==> config.mk <==
export PLATFORM = sky130hd
export DESIGN_NAME = time_ordered_event_queue_unit
export DESIGN_NICKNAME = d
export VERILOG_FILES = /design/src/toeq_pkg.sv /design/src/toeq_ram.sv /design/src/toeq_cmp.sv /design/src/time_ordered_event_queue_unit.sv
export SDC_FILE = /design/constraint.sdc
export NUM_CORES = 2
export LEC_CHECK = 0
export BUFFER_PORTS_ARGS = -buffer_cell sky130_fd_sc_hd__buf_2
export CORE_UTILIZATION = 60
export DETAILED_ROUTE_END_ITERATION = 10
export PLACE_DENSITY_LB_ADDON = 0.05
export SETUP_SLACK_MARGIN = 0.2
export SYNTH_ARGS = -nofsm -noshare
export SYNTH_HDL_FRONTEND = slang
export SYNTH_SLANG_ARGS = --single-unit
==> constraint.sdc <==
create_clock -name clk -period 13.6 [get_ports clk]
set_input_delay 0.68 -clock clk [delete_from_list [all_inputs] [get_ports clk]]
set_output_delay 0.68 -clock clk [all_outputs]
set_load 0.1 [all_outputs]
==> src/toeq_pkg.sv <==
`timescale 1ns / 1ps
`default_nettype none
// -----------------------------------------------------------------------------
// toeq_pkg: shared types and constants of the time ordered event queue
// Table geometry, entry layout, command and status codes, sequencer states
// and the compare unit result.
// -----------------------------------------------------------------------------
package toeq_pkg;

	localparam int QUEUE_DEPTH = 16;
	localparam int ID_BITS     = 16;
	localparam int TIME_W      = 32;
	localparam int ID_PORT_W   = 16;
	localparam int ADDR_W      = $clog2(QUEUE_DEPTH);
	localparam int CNT_W       = $clog2(QUEUE_DEPTH + 1);

	typedef logic [ID_BITS-1:0] eid_t;
	typedef logic [CNT_W-1:0]   cnt_t;
	typedef logic [ADDR_W-1:0]  addr_t;

	typedef struct packed {
		logic [TIME_W-1:0] t;
		eid_t              id;
	} ent_t;

	typedef enum logic [2:0] {
		CMD_ADD      = 3'd0,
		CMD_REMOVE   = 3'd1,
		CMD_ADVANCE  = 3'd2,
		CMD_LIST_ALL = 3'd3,
		CMD_LIST_AT  = 3'd4
	} cmd_t;

	typedef enum logic [2:0] {
		ST_ITEM = 3'd0,
		ST_DONE = 3'd1,
		ST_PAST = 3'd2,
		ST_FULL = 3'd3,
		ST_NONE = 3'd4
	} status_t;

	typedef enum logic [2:0] {
		S_IDLE,
		S_PRE,
		S_RD,
		S_EV,
		S_PUT,
		S_DRD,
		S_DEV,
		S_FIN
	} state_t;

	typedef struct packed {
		logic eq;
		logic le;
	} cmp_t;

endpackage
`default_nettype wire

==> src/toeq_ram.sv <==
`timescale 1ns / 1ps
`default_nettype none
// -----------------------------------------------------------------------------
// toeq_ram: generic single write, single read RAM
// One write port and one read port with registered read data.
// -----------------------------------------------------------------------------
module toeq_ram #(
	parameter int WIDTH = 8,
	parameter int DEPTH = 16
) (
	input  logic                     clk,
	input  logic                     we,
	input  logic [$clog2(DEPTH)-1:0] waddr,
	input  logic [WIDTH-1:0]         wdata,
	input  logic [$clog2(DEPTH)-1:0] raddr,
	output logic [WIDTH-1:0]         rdata
);

	logic [WIDTH-1:0] mem_q [DEPTH];
	logic [WIDTH-1:0] rdata_q;

	always_ff @(posedge clk) begin
		if (we) begin
			mem_q[waddr] <= wdata;
		end
		rdata_q <= mem_q[raddr];
	end

	assign rdata = rdata_q;

endmodule
`default_nettype wire

==> src/toeq_cmp.sv <==
`timescale 1ns / 1ps
`default_nettype none
// -----------------------------------------------------------------------------
// toeq_cmp: shared time comparator
// Unsigned equal and less-or-equal of two due times.
// -----------------------------------------------------------------------------
module toeq_cmp (
	input  logic [toeq_pkg::TIME_W-1:0] a,
	input  logic [toeq_pkg::TIME_W-1:0] b,
	output toeq_pkg::cmp_t              res
);
	import toeq_pkg::*;

	assign res.eq = (a == b);
	assign res.le = (a <= b);

endmodule
`default_nettype wire

==> src/time_ordered_event_queue_unit.sv <==
`timescale 1ns / 1ps
`default_nettype none
// -----------------------------------------------------------------------------
// time_ordered_event_queue_unit: sorted timer event queue
// Holds up to QUEUE_DEPTH events sorted by due time and a wrapping current
// time; adds, removes, advances and lists under a small sequencer.
// -----------------------------------------------------------------------------
// A command is taken when start is high and busy is low; busy then stays high
// until the final result of that command has been issued. Results appear one
// per strobe cycle and cannot be held off, so the receiver must take every
// strobe; last marks the final result of a command. Cost per command is set by
// the event table with one write and one read port and registered read and the
// one shared time comparator. An add reads and moves up each later entry in
// turn, reads the earlier entry it stops at, if any, then writes the new one;
// remove and the list commands read every stored entry once; an advance does
// the same and checks each due entry after the first against earlier entries
// (the first entry of the current run of equal due times, then onward through
// that run until a repeat is found); unknown commands, a past add and an add
// to a full table finish without reading the table.
// -----------------------------------------------------------------------------
module time_ordered_event_queue_unit (
	input  logic        clk,
	input  logic        arst_n,
	input  logic        start,
	output logic        busy,
	input  logic [2:0]  cmd,
	input  logic [31:0] time_value,
	input  logic [15:0] event_id,
	output logic        strobe,
	output logic [2:0]  status,
	output logic [31:0] out_time,
	output logic [15:0] out_id,
	output logic        last
);
	import toeq_pkg::*;

	state_t            state_q, state_d;
	cmd_t              cmd_q;
	logic [TIME_W-1:0] tv_q;
	eid_t              id_q;
	logic [TIME_W-1:0] now_q;
	cnt_t              cnt_q, idx_q, keep_q, grp_q, j_q;
	logic              any_q, pend_v_q;
	ent_t              pend_q, cur_q;

	logic              strobe_q, last_q;
	status_t           status_q;
	logic [TIME_W-1:0] out_time_q;
	logic [15:0]       out_id_q;

	logic              we;
	addr_t             wa, ra;
	ent_t              wd, rd_ent;
	logic [TIME_W-1:0] ca, cb;
	cmp_t              cmp_r;

	logic              emit, e_last;
	status_t           e_status;
	logic [TIME_W-1:0] e_time;
	logic [15:0]       e_id;

	cnt_t              idx_m1, nidx, nj;
	logic              at_end, j_end, id_eq, matched;

	toeq_ram #(
		.WIDTH($bits(ent_t)),
		.DEPTH(QUEUE_DEPTH)
	) u_ram (
		.clk  (clk),
		.we   (we),
		.waddr(wa),
		.wdata(wd),
		.raddr(ra),
		.rdata(rd_ent)
	);

	toeq_cmp u_cmp (
		.a  (ca),
		.b  (cb),
		.res(cmp_r)
	);

	assign idx_m1  = idx_q - 1'b1;
	assign nidx    = idx_q + 1'b1;
	assign nj      = j_q + 1'b1;
	assign at_end  = (nidx == cnt_q);
	assign j_end   = (nj == idx_q);
	assign id_eq   = (rd_ent.id == cur_q.id);
	assign matched = (cmd_q == CMD_LIST_ALL) || cmp_r.eq;

	always_ff @(posedge clk or negedge arst_n) begin
		if (!arst_n) begin
			state_q <= S_IDLE;
		end else begin
			state_q <= state_d;
		end
	end

	always_comb begin
		state_d  = state_q;
		emit     = 1'b0;
		e_last   = 1'b0;
		e_status = ST_DONE;
		e_time   = '0;
		e_id     = '0;
		we       = 1'b0;
		wa       = idx_q[ADDR_W-1:0];
		wd       = rd_ent;
		ra       = idx_q[ADDR_W-1:0];
		ca       = tv_q;
		cb       = now_q;
		unique case (state_q)
			S_IDLE: begin
				if (start) begin
					state_d = S_PRE;
				end
			end
			S_PRE: begin
				unique case (cmd_q) inside
					CMD_ADD: begin
						if (cmp_r.le) begin
							emit     = 1'b1;
							e_last   = 1'b1;
							e_status = ST_PAST;
							state_d  = S_IDLE;
						end else if (cnt_q == CNT_W'(QUEUE_DEPTH)) begin
							emit     = 1'b1;
							e_last   = 1'b1;
							e_status = ST_FULL;
							state_d  = S_IDLE;
						end else if (cnt_q == '0) begin
							state_d = S_PUT;
						end else begin
							state_d = S_RD;
						end
					end
					CMD_REMOVE, CMD_ADVANCE, CMD_LIST_ALL, CMD_LIST_AT: begin
						state_d = (cnt_q == '0) ? S_FIN : S_RD;
					end
					default: begin
						emit    = 1'b1;
						e_last  = 1'b1;
						state_d = S_IDLE;
					end
				endcase
			end
			S_RD: begin
				ra      = (cmd_q == CMD_ADD) ? idx_m1[ADDR_W-1:0] : idx_q[ADDR_W-1:0];
				state_d = S_EV;
			end
			S_EV: begin
				ca = rd_ent.t;
				cb = (cmd_q == CMD_ADVANCE) ? now_q : tv_q;
				unique case (cmd_q) inside
					CMD_ADD: begin
						if (cmp_r.le) begin
							state_d = S_PUT;
						end else begin
							we      = 1'b1;
							state_d = (idx_q == cnt_t'(1)) ? S_PUT : S_RD;
						end
					end
					CMD_REMOVE: begin
						if (!cmp_r.eq) begin
							we = 1'b1;
							wa = keep_q[ADDR_W-1:0];
						end
						state_d = at_end ? S_FIN : S_RD;
					end
					CMD_ADVANCE: begin
						if (cmp_r.le) begin
							if (grp_q == idx_q) begin
								if (pend_v_q) begin
									emit     = 1'b1;
									e_status = ST_ITEM;
									e_time   = pend_q.t;
									e_id     = ID_PORT_W'(pend_q.id);
								end
								state_d = at_end ? S_FIN : S_RD;
							end else begin
								state_d = S_DRD;
							end
						end else begin
							we      = 1'b1;
							wa      = keep_q[ADDR_W-1:0];
							state_d = at_end ? S_FIN : S_RD;
						end
					end
					CMD_LIST_ALL, CMD_LIST_AT: begin
						if (matched && pend_v_q) begin
							emit     = 1'b1;
							e_status = ST_ITEM;
							e_time   = pend_q.t;
							e_id     = ID_PORT_W'(pend_q.id);
						end
						state_d = at_end ? S_FIN : S_RD;
					end
					default: begin
						state_d = S_IDLE;
					end
				endcase
			end
			S_DRD: begin
				ra      = j_q[ADDR_W-1:0];
				state_d = S_DEV;
			end
			S_DEV: begin
				ca = rd_ent.t;
				cb = cur_q.t;
				if (cmp_r.eq && id_eq) begin
					state_d = at_end ? S_FIN : S_RD;
				end else if (!cmp_r.eq || j_end) begin
					if (pend_v_q) begin
						emit     = 1'b1;
						e_status = ST_ITEM;
						e_time   = pend_q.t;
						e_id     = ID_PORT_W'(pend_q.id);
					end
					state_d = at_end ? S_FIN : S_RD;
				end else begin
					state_d = S_DRD;
				end
			end
			S_PUT: begin
				we       = 1'b1;
				wd.t     = tv_q;
				wd.id    = id_q;
				emit     = 1'b1;
				e_last   = 1'b1;
				state_d  = S_IDLE;
			end
			S_FIN: begin
				emit   = 1'b1;
				e_last = 1'b1;
				if (pend_v_q) begin
					e_status = ST_ITEM;
					e_time   = pend_q.t;
					e_id     = ID_PORT_W'(pend_q.id);
				end else if (cmd_q == CMD_ADVANCE) begin
					e_status = ST_DONE;
				end else if (cmd_q == CMD_REMOVE && any_q) begin
					e_status = ST_DONE;
				end else begin
					e_status = ST_NONE;
				end
				state_d = S_IDLE;
			end
			default: begin
				state_d = S_IDLE;
			end
		endcase
	end

	always_ff @(posedge clk or negedge arst_n) begin
		if (!arst_n) begin
			cnt_q    <= '0;
			now_q    <= '0;
			pend_v_q <= 1'b0;
			any_q    <= 1'b0;
			cmd_q    <= CMD_ADD;
			tv_q     <= '0;
			id_q     <= '0;
			idx_q    <= '0;
			keep_q   <= '0;
			grp_q    <= '0;
			j_q      <= '0;
			pend_q   <= '0;
			cur_q    <= '0;
		end else begin
			unique case (state_q)
				S_IDLE: begin
					if (start) begin
						cmd_q    <= cmd_t'(cmd);
						tv_q     <= time_value;
						id_q     <= eid_t'(event_id);
						idx_q    <= '0;
						keep_q   <= '0;
						grp_q    <= '0;
						j_q      <= '0;
						any_q    <= 1'b0;
						pend_v_q <= 1'b0;
					end
				end
				S_PRE: begin
					if (cmd_q == CMD_ADD) begin
						idx_q <= cnt_q;
					end
					if (cmd_q == CMD_ADVANCE) begin
						now_q <= now_q + tv_q;
					end
				end
				S_EV: begin
					case (cmd_q) inside
						CMD_ADD: begin
							if (!cmp_r.le) begin
								idx_q <= idx_m1;
							end
						end
						CMD_REMOVE: begin
							if (cmp_r.eq) begin
								any_q <= 1'b1;
							end else begin
								keep_q <= keep_q + 1'b1;
							end
							idx_q <= nidx;
						end
						CMD_ADVANCE: begin
							if (cmp_r.le) begin
								cur_q <= rd_ent;
								j_q   <= grp_q;
								if (grp_q == idx_q) begin
									pend_q   <= rd_ent;
									pend_v_q <= 1'b1;
									idx_q    <= nidx;
								end
							end else begin
								keep_q <= keep_q + 1'b1;
								idx_q  <= nidx;
							end
						end
						CMD_LIST_ALL, CMD_LIST_AT: begin
							if (matched) begin
								pend_q   <= rd_ent;
								pend_v_q <= 1'b1;
							end
							idx_q <= nidx;
						end
						default: begin
							idx_q <= idx_q;
						end
					endcase
				end
				S_DEV: begin
					if (cmp_r.eq && id_eq) begin
						idx_q <= nidx;
					end else if (!cmp_r.eq || j_end) begin
						if (!cmp_r.eq) begin
							grp_q <= idx_q;
						end
						pend_q   <= cur_q;
						pend_v_q <= 1'b1;
						idx_q    <= nidx;
					end else begin
						j_q <= nj;
					end
				end
				S_PUT: begin
					cnt_q <= cnt_q + 1'b1;
				end
				S_FIN: begin
					if (cmd_q == CMD_REMOVE || cmd_q == CMD_ADVANCE) begin
						cnt_q <= keep_q;
					end
				end
				default: begin
					cnt_q <= cnt_q;
				end
			endcase
		end
	end

	always_ff @(posedge clk or negedge arst_n) begin
		if (!arst_n) begin
			strobe_q <= 1'b0;
		end else begin
			strobe_q <= emit;
		end
	end

	always_ff @(posedge clk) begin
		if (emit) begin
			status_q   <= e_status;
			out_time_q <= e_time;
			out_id_q   <= e_id;
			last_q     <= e_last;
		end
	end

	assign busy     = (state_q != S_IDLE);
	assign strobe   = strobe_q;
	assign status   = status_q;
	assign out_time = out_time_q;
	assign out_id   = out_id_q;
	assign last     = last_q;

endmodule
`default_nettype wire

==> results_dict.tcl <==
set metrics [dict create \
    fin_tns_setup_ns 0 \
    worst_path_cell_chain "inv_1, nand3_1, nand2_1, buf_4, mux2_2, ha_1, a21o_1, a21o_1, a21oi_1, o31ai_1, o311ai_1, a31oi_1, buf_4, o32ai_1, o21ai_1, nor2_4, buf_4" \
    required_ns 13.88 \
    fmax_mhz 144 \
    r2r_cells 17 \
    status "finished, final reports clean" \
    critical_path_s_top_delay_family "compound AO/OA/AOI/OAI gates" \
    clock_tree.htree_level_count 3 \
    max_cap_viol_count 0 \
    drive_above_1_share_pct 11.6 \
    final_design_area_no_fill_um2 51600 \
    synth.area.mux_share_pct 2.01 \
    first_global_vias 29100 \
    fill_cells 5707 \
    fin_crit_sh_pct 50.9 \
    drt-wirelength-per-cell_um 23.6 \
    clock_period_minus_worst_slack_ns 6.93 \
    fraction_of_synthesis_flops_using_an_asynchronous_set_or_reset_pin_pct 19.5 \
    max-slew-margin-rel_pct 21.0 \
    fin_max_slew_vios 0 \
    ff2ff_setup_slack_ns 6.67 \
    die_height_um 282 \
    number_of_remaining_drc_errors 0 \
    critical-path-max-stage-delay_ns 0.77 \
    cts_buffer_depth 3 \
    rsz0062_at_grt "no" \
    powerDensity_nw_per_um2 269 \
    leakage_nw 18.5 \
    grt_util_all_layers_pct 29.5 \
    cp-startpoint "state_q[2]" \
    syn_avg_cell_area_um2 12.3 \
    placeableCoreArea_um2 77500 \
    grt_start_max_net_pins 222 \
    cts.clk_slew.worst_paths_ns 0.06 \
    last_weighted_congestion_value_of_the_routability_driven_placer 0.873 \
    setup.worst_path.class "reg2reg" \
    worst_ep_arrival_time_ns 7.21 \
    ant_diodes 0 \
    timing.critical_path.to_type "register" \
    final_setup_vio_count 0 \
    dr_total_vias 31000 \
    fin_worst_skew_ns 0.0256 \
    clockRootBuffer "sky130_fd_sc_hd__clkbuf_16" \
    ys_seq_area_share_pct 65.7 \
    synth-xor-area-share_pct 1.14 \
    timing.critical_path.from_type "register" \
    synth-edff-count 820 \
    tritoncts_num_sinks 1078 \
    numCtsBuffers 107 \
    cts.repair_timing.setup_buffer_count 0 \
    synth_compound_area_share_pct 13.3 \
    drt_pre_antenna_iters 9 \
    final_hold_viol_count 0 \
    critical_path_buf_inv_count 4 \
    crit_slowest_cell "sky130_fd_sc_hd__o311ai_1" \
    timing.critical_path.mode_cell "sky130_fd_sc_hd__buf_4" \
    synthAdderAreaFrac_pct 1.91 \
    placed_area_um2 48100 \
    first_pass_grt_wire_length_um 177000 \
    dpl_hpwl_um 67200 \
    die_x_um 282 \
    crit_cells 17 \
    fp-row-count 102 \
    crit_path_max_fo 48 \
    synth_simple_gate_area_share_pct 12.8 \
    ys_types 85 \
    synthesis.area_um2 47000 \
    worst_voltage_drop_across_the_vdd_grid_uv 348 \
    synth_to_layout_area_growth_pct 9.80 \
    setup.worst_path.end "u_ram.mem_q[9][37]" \
    final_core_utilization_pct 66.6 \
    synth_top_family_by_area "compound AO/OA/AOI/OAI gates" \
    synth_fp_nets 3950 \
    worstSkewPairLatency_ns 0.67 \
    timing_worst_slew_pin_value_ns 1.19 \
    fp.dieArea_um2 79400 \
    initial_core_util_pct 60.6 \
    route.detailed.vias_per_inst 6.25 \
    post_synth_inst_count 3825 \
    ys.flop_type "sky130_fd_sc_hd__edfxtp_1" \
    detail_route.wirelength_um 117000 \
    ys_seq_elements 1078 \
    grt_overflow 0 \
    hp-class "in2async" \
    yosys_warns 0 \
    ioPinCount 108 \
    cts_tree "done" \
    commonest_non_fill_non_tap_cells_in_the_layout "865 x sky130_fd_sc_hd__nand2_1, 820 x sky130_fd_sc_hd__edfxtp_1, 236 x sky130_fd_sc_hd__a211oi_1, 210 x sky130_fd_sc_hd__dfrtp_1, 156 x sky130_fd_sc_hd__a31oi_1" \
    drt_iter0_drc 3547 \
    route.antenna.remaining_nets 0 \
    antenna_found_initial 5 \
    cts.repair.resized 0 \
    post_cts_hold_buffer_count 0 \
    mostFrequentLayoutCell "sky130_fd_sc_hd__nand2_1" \
    numPortBuffers 107 \
    nets 3947 \
    rr_endpoint "u_ram.mem_q[9][37]" \
    regToRegStartpoint "state_q[2]" \
]
## cells by family after synthesis
| kind of cell | after synthesis |
|---|---|
| AND/OR/NAND/NOR | 1354 |
| flip-flops | 1078 |
| AO/OA/AOI/OAI | 890 |
| buffers and inverters | 287 |
| multiplexers | 84 |
| adder cells (fa/ha/maj) | 71 |
| XOR/XNOR | 61 |
## Yosys cell counts, types with 7 or more instances
| library cell | count | area, um^2 |
|---|---|---|
| sky130_fd_sc_hd__nand2_1 | 867 | 3250 |
| sky130_fd_sc_hd__edfxtp_1 | 820 | 24600 |
| sky130_fd_sc_hd__a211oi_1 | 236 | 1770 |
| sky130_fd_sc_hd__dfrtp_1 | 210 | 5260 |
| sky130_fd_sc_hd__a31oi_1 | 156 | 976 |
| sky130_fd_sc_hd__a21oi_1 | 152 | 761 |
| sky130_fd_sc_hd__and2_1 | 142 | 888 |
| sky130_fd_sc_hd__clkbuf_1 | 127 | 477 |
| sky130_fd_sc_hd__nor2_1 | 100 | 375 |
| sky130_fd_sc_hd__a311oi_1 | 96 | 841 |
| sky130_fd_sc_hd__mux2_2 | 81 | 912 |
| sky130_fd_sc_hd__o21ai_0 | 81 | 405 |
| sky130_fd_sc_hd__buf_2 | 79 | 395 |
| sky130_fd_sc_hd__ha_1 | 70 | 876 |
| sky130_fd_sc_hd__nor2b_1 | 60 | 375 |
| sky130_fd_sc_hd__and2_0 | 54 | 338 |
| sky130_fd_sc_hd__dfxtp_1 | 48 | 961 |
| sky130_fd_sc_hd__xnor2_1 | 46 | 403 |
| sky130_fd_sc_hd__a222oi_1 | 33 | 330 |
| sky130_fd_sc_hd__nand3_1 | 30 | 150 |
| sky130_fd_sc_hd__buf_6 | 29 | 327 |
| sky130_fd_sc_hd__a21o_1 | 27 | 203 |
| sky130_fd_sc_hd__nor3_1 | 24 | 120 |
| sky130_fd_sc_hd__buf_4 | 21 | 158 |
| sky130_fd_sc_hd__inv_1 | 20 | 75.1 |
| sky130_fd_sc_hd__nand4_1 | 17 | 106 |
| sky130_fd_sc_hd__xor2_1 | 15 | 131 |
| sky130_fd_sc_hd__a211oi_2 | 10 | 125 |
| sky130_fd_sc_hd__o21a_1 | 10 | 75.1 |
| sky130_fd_sc_hd__nand2b_1 | 9 | 56.3 |
| sky130_fd_sc_hd__o22ai_1 | 9 | 56.3 |
| sky130_fd_sc_hd__o31ai_1 | 9 | 67.6 |
| sky130_fd_sc_hd__and3_1 | 8 | 50.1 |
| sky130_fd_sc_hd__or3_1 | 8 | 50.1 |
| sky130_fd_sc_hd__nand3b_1 | 7 | 52.6 |
## report_power, final
| part | switching, W | internal (W) |
|---|---|---|
| combinational | 0.00391 | 0.00180 |
| sequential | 0.000671 | 0.00459 |
| clock | 0.00125 | 0.00166 |
| total | 0.00583 | 0.00805 |
## routing by layer
layer | vias up | share of wire (%) | GRT usage [%] | wire (um)
met5 | - | 0 | 0 | 0
met4 | 0 | 2.2 | 7.71 | 2590
met3 | 178 | 8.0 | 4.81 | 9330
met2 | 1200 | 45 | 44.6 | 53000
met1 | 15400 | 44 | 44.6 | 52100
li1 | 14200 | - | - | -
## cell type report
| cell class | count | area [um^2] | share of cell area (%) |
|---|---|---|---|
| inverters | 20 | 75.1 | 0.146 |
| repair buffers | 155 | 956 | 1.85 |
| flip-flops and latches | 1078 | 30800 | 59.8 |
| well taps | 1040 | 1300 | 2.52 |
| multi-input cells | 2460 | 14900 | 28.9 |
| clock inverters | 56 | 536 | 1.04 |
| clock buffers | 145 | 2940 | 5.70 |
## registers in the layout, summed over array words and instances (netlist names)
signal / flops
out_id: 16
strobe: 1
j_q: 5
grp_q: 5
now_q: 32
state_q: 3
u_ram.rdata: 48
out_time: 32
cmd_q: 3
id_q: 16
any_q: 1
pend_q: 48
keep_q: 5
cur_q: 48
status: 3
cnt_q: 5
pend_v_q: 1
tv_q: 32
idx_q: 5
last: 1
u_ram.mem_q: 768
## per-stage QoR
stage	hold WS (ns)	setup slack (ns)	power, W	cells
final	0.0564	6.67	0.0139	4954
after global routing	0.115	6.51	0.0147	4954
after CTS	0.0577	6.89	0.0139	4954
after detailed placement	0.462	6.91	0.0110	4753
after global placement	0.464	7.06	0.0108	4753
after floorplan	0.384	5.63	0.00944	3825
## how the worst min path moves through the flow
stage,cells after the start,slack [ns],startpoint,to
2_1_floorplan,0,0.38,arst_n,any_q
3_3_place_gp,2,0.46,id_q[4],id_q[4]
3_5_place_dp,2,0.46,id_q[7],id_q[7]
4_1_cts,1,0.06,arst_n,pend_q[4]
5_1_grt,1,0.12,arst_n,pend_q[4]
6_report,1,0.06,arst_n,pend_q[4]
Note: power is estimated with default switching activity, not from simulation.
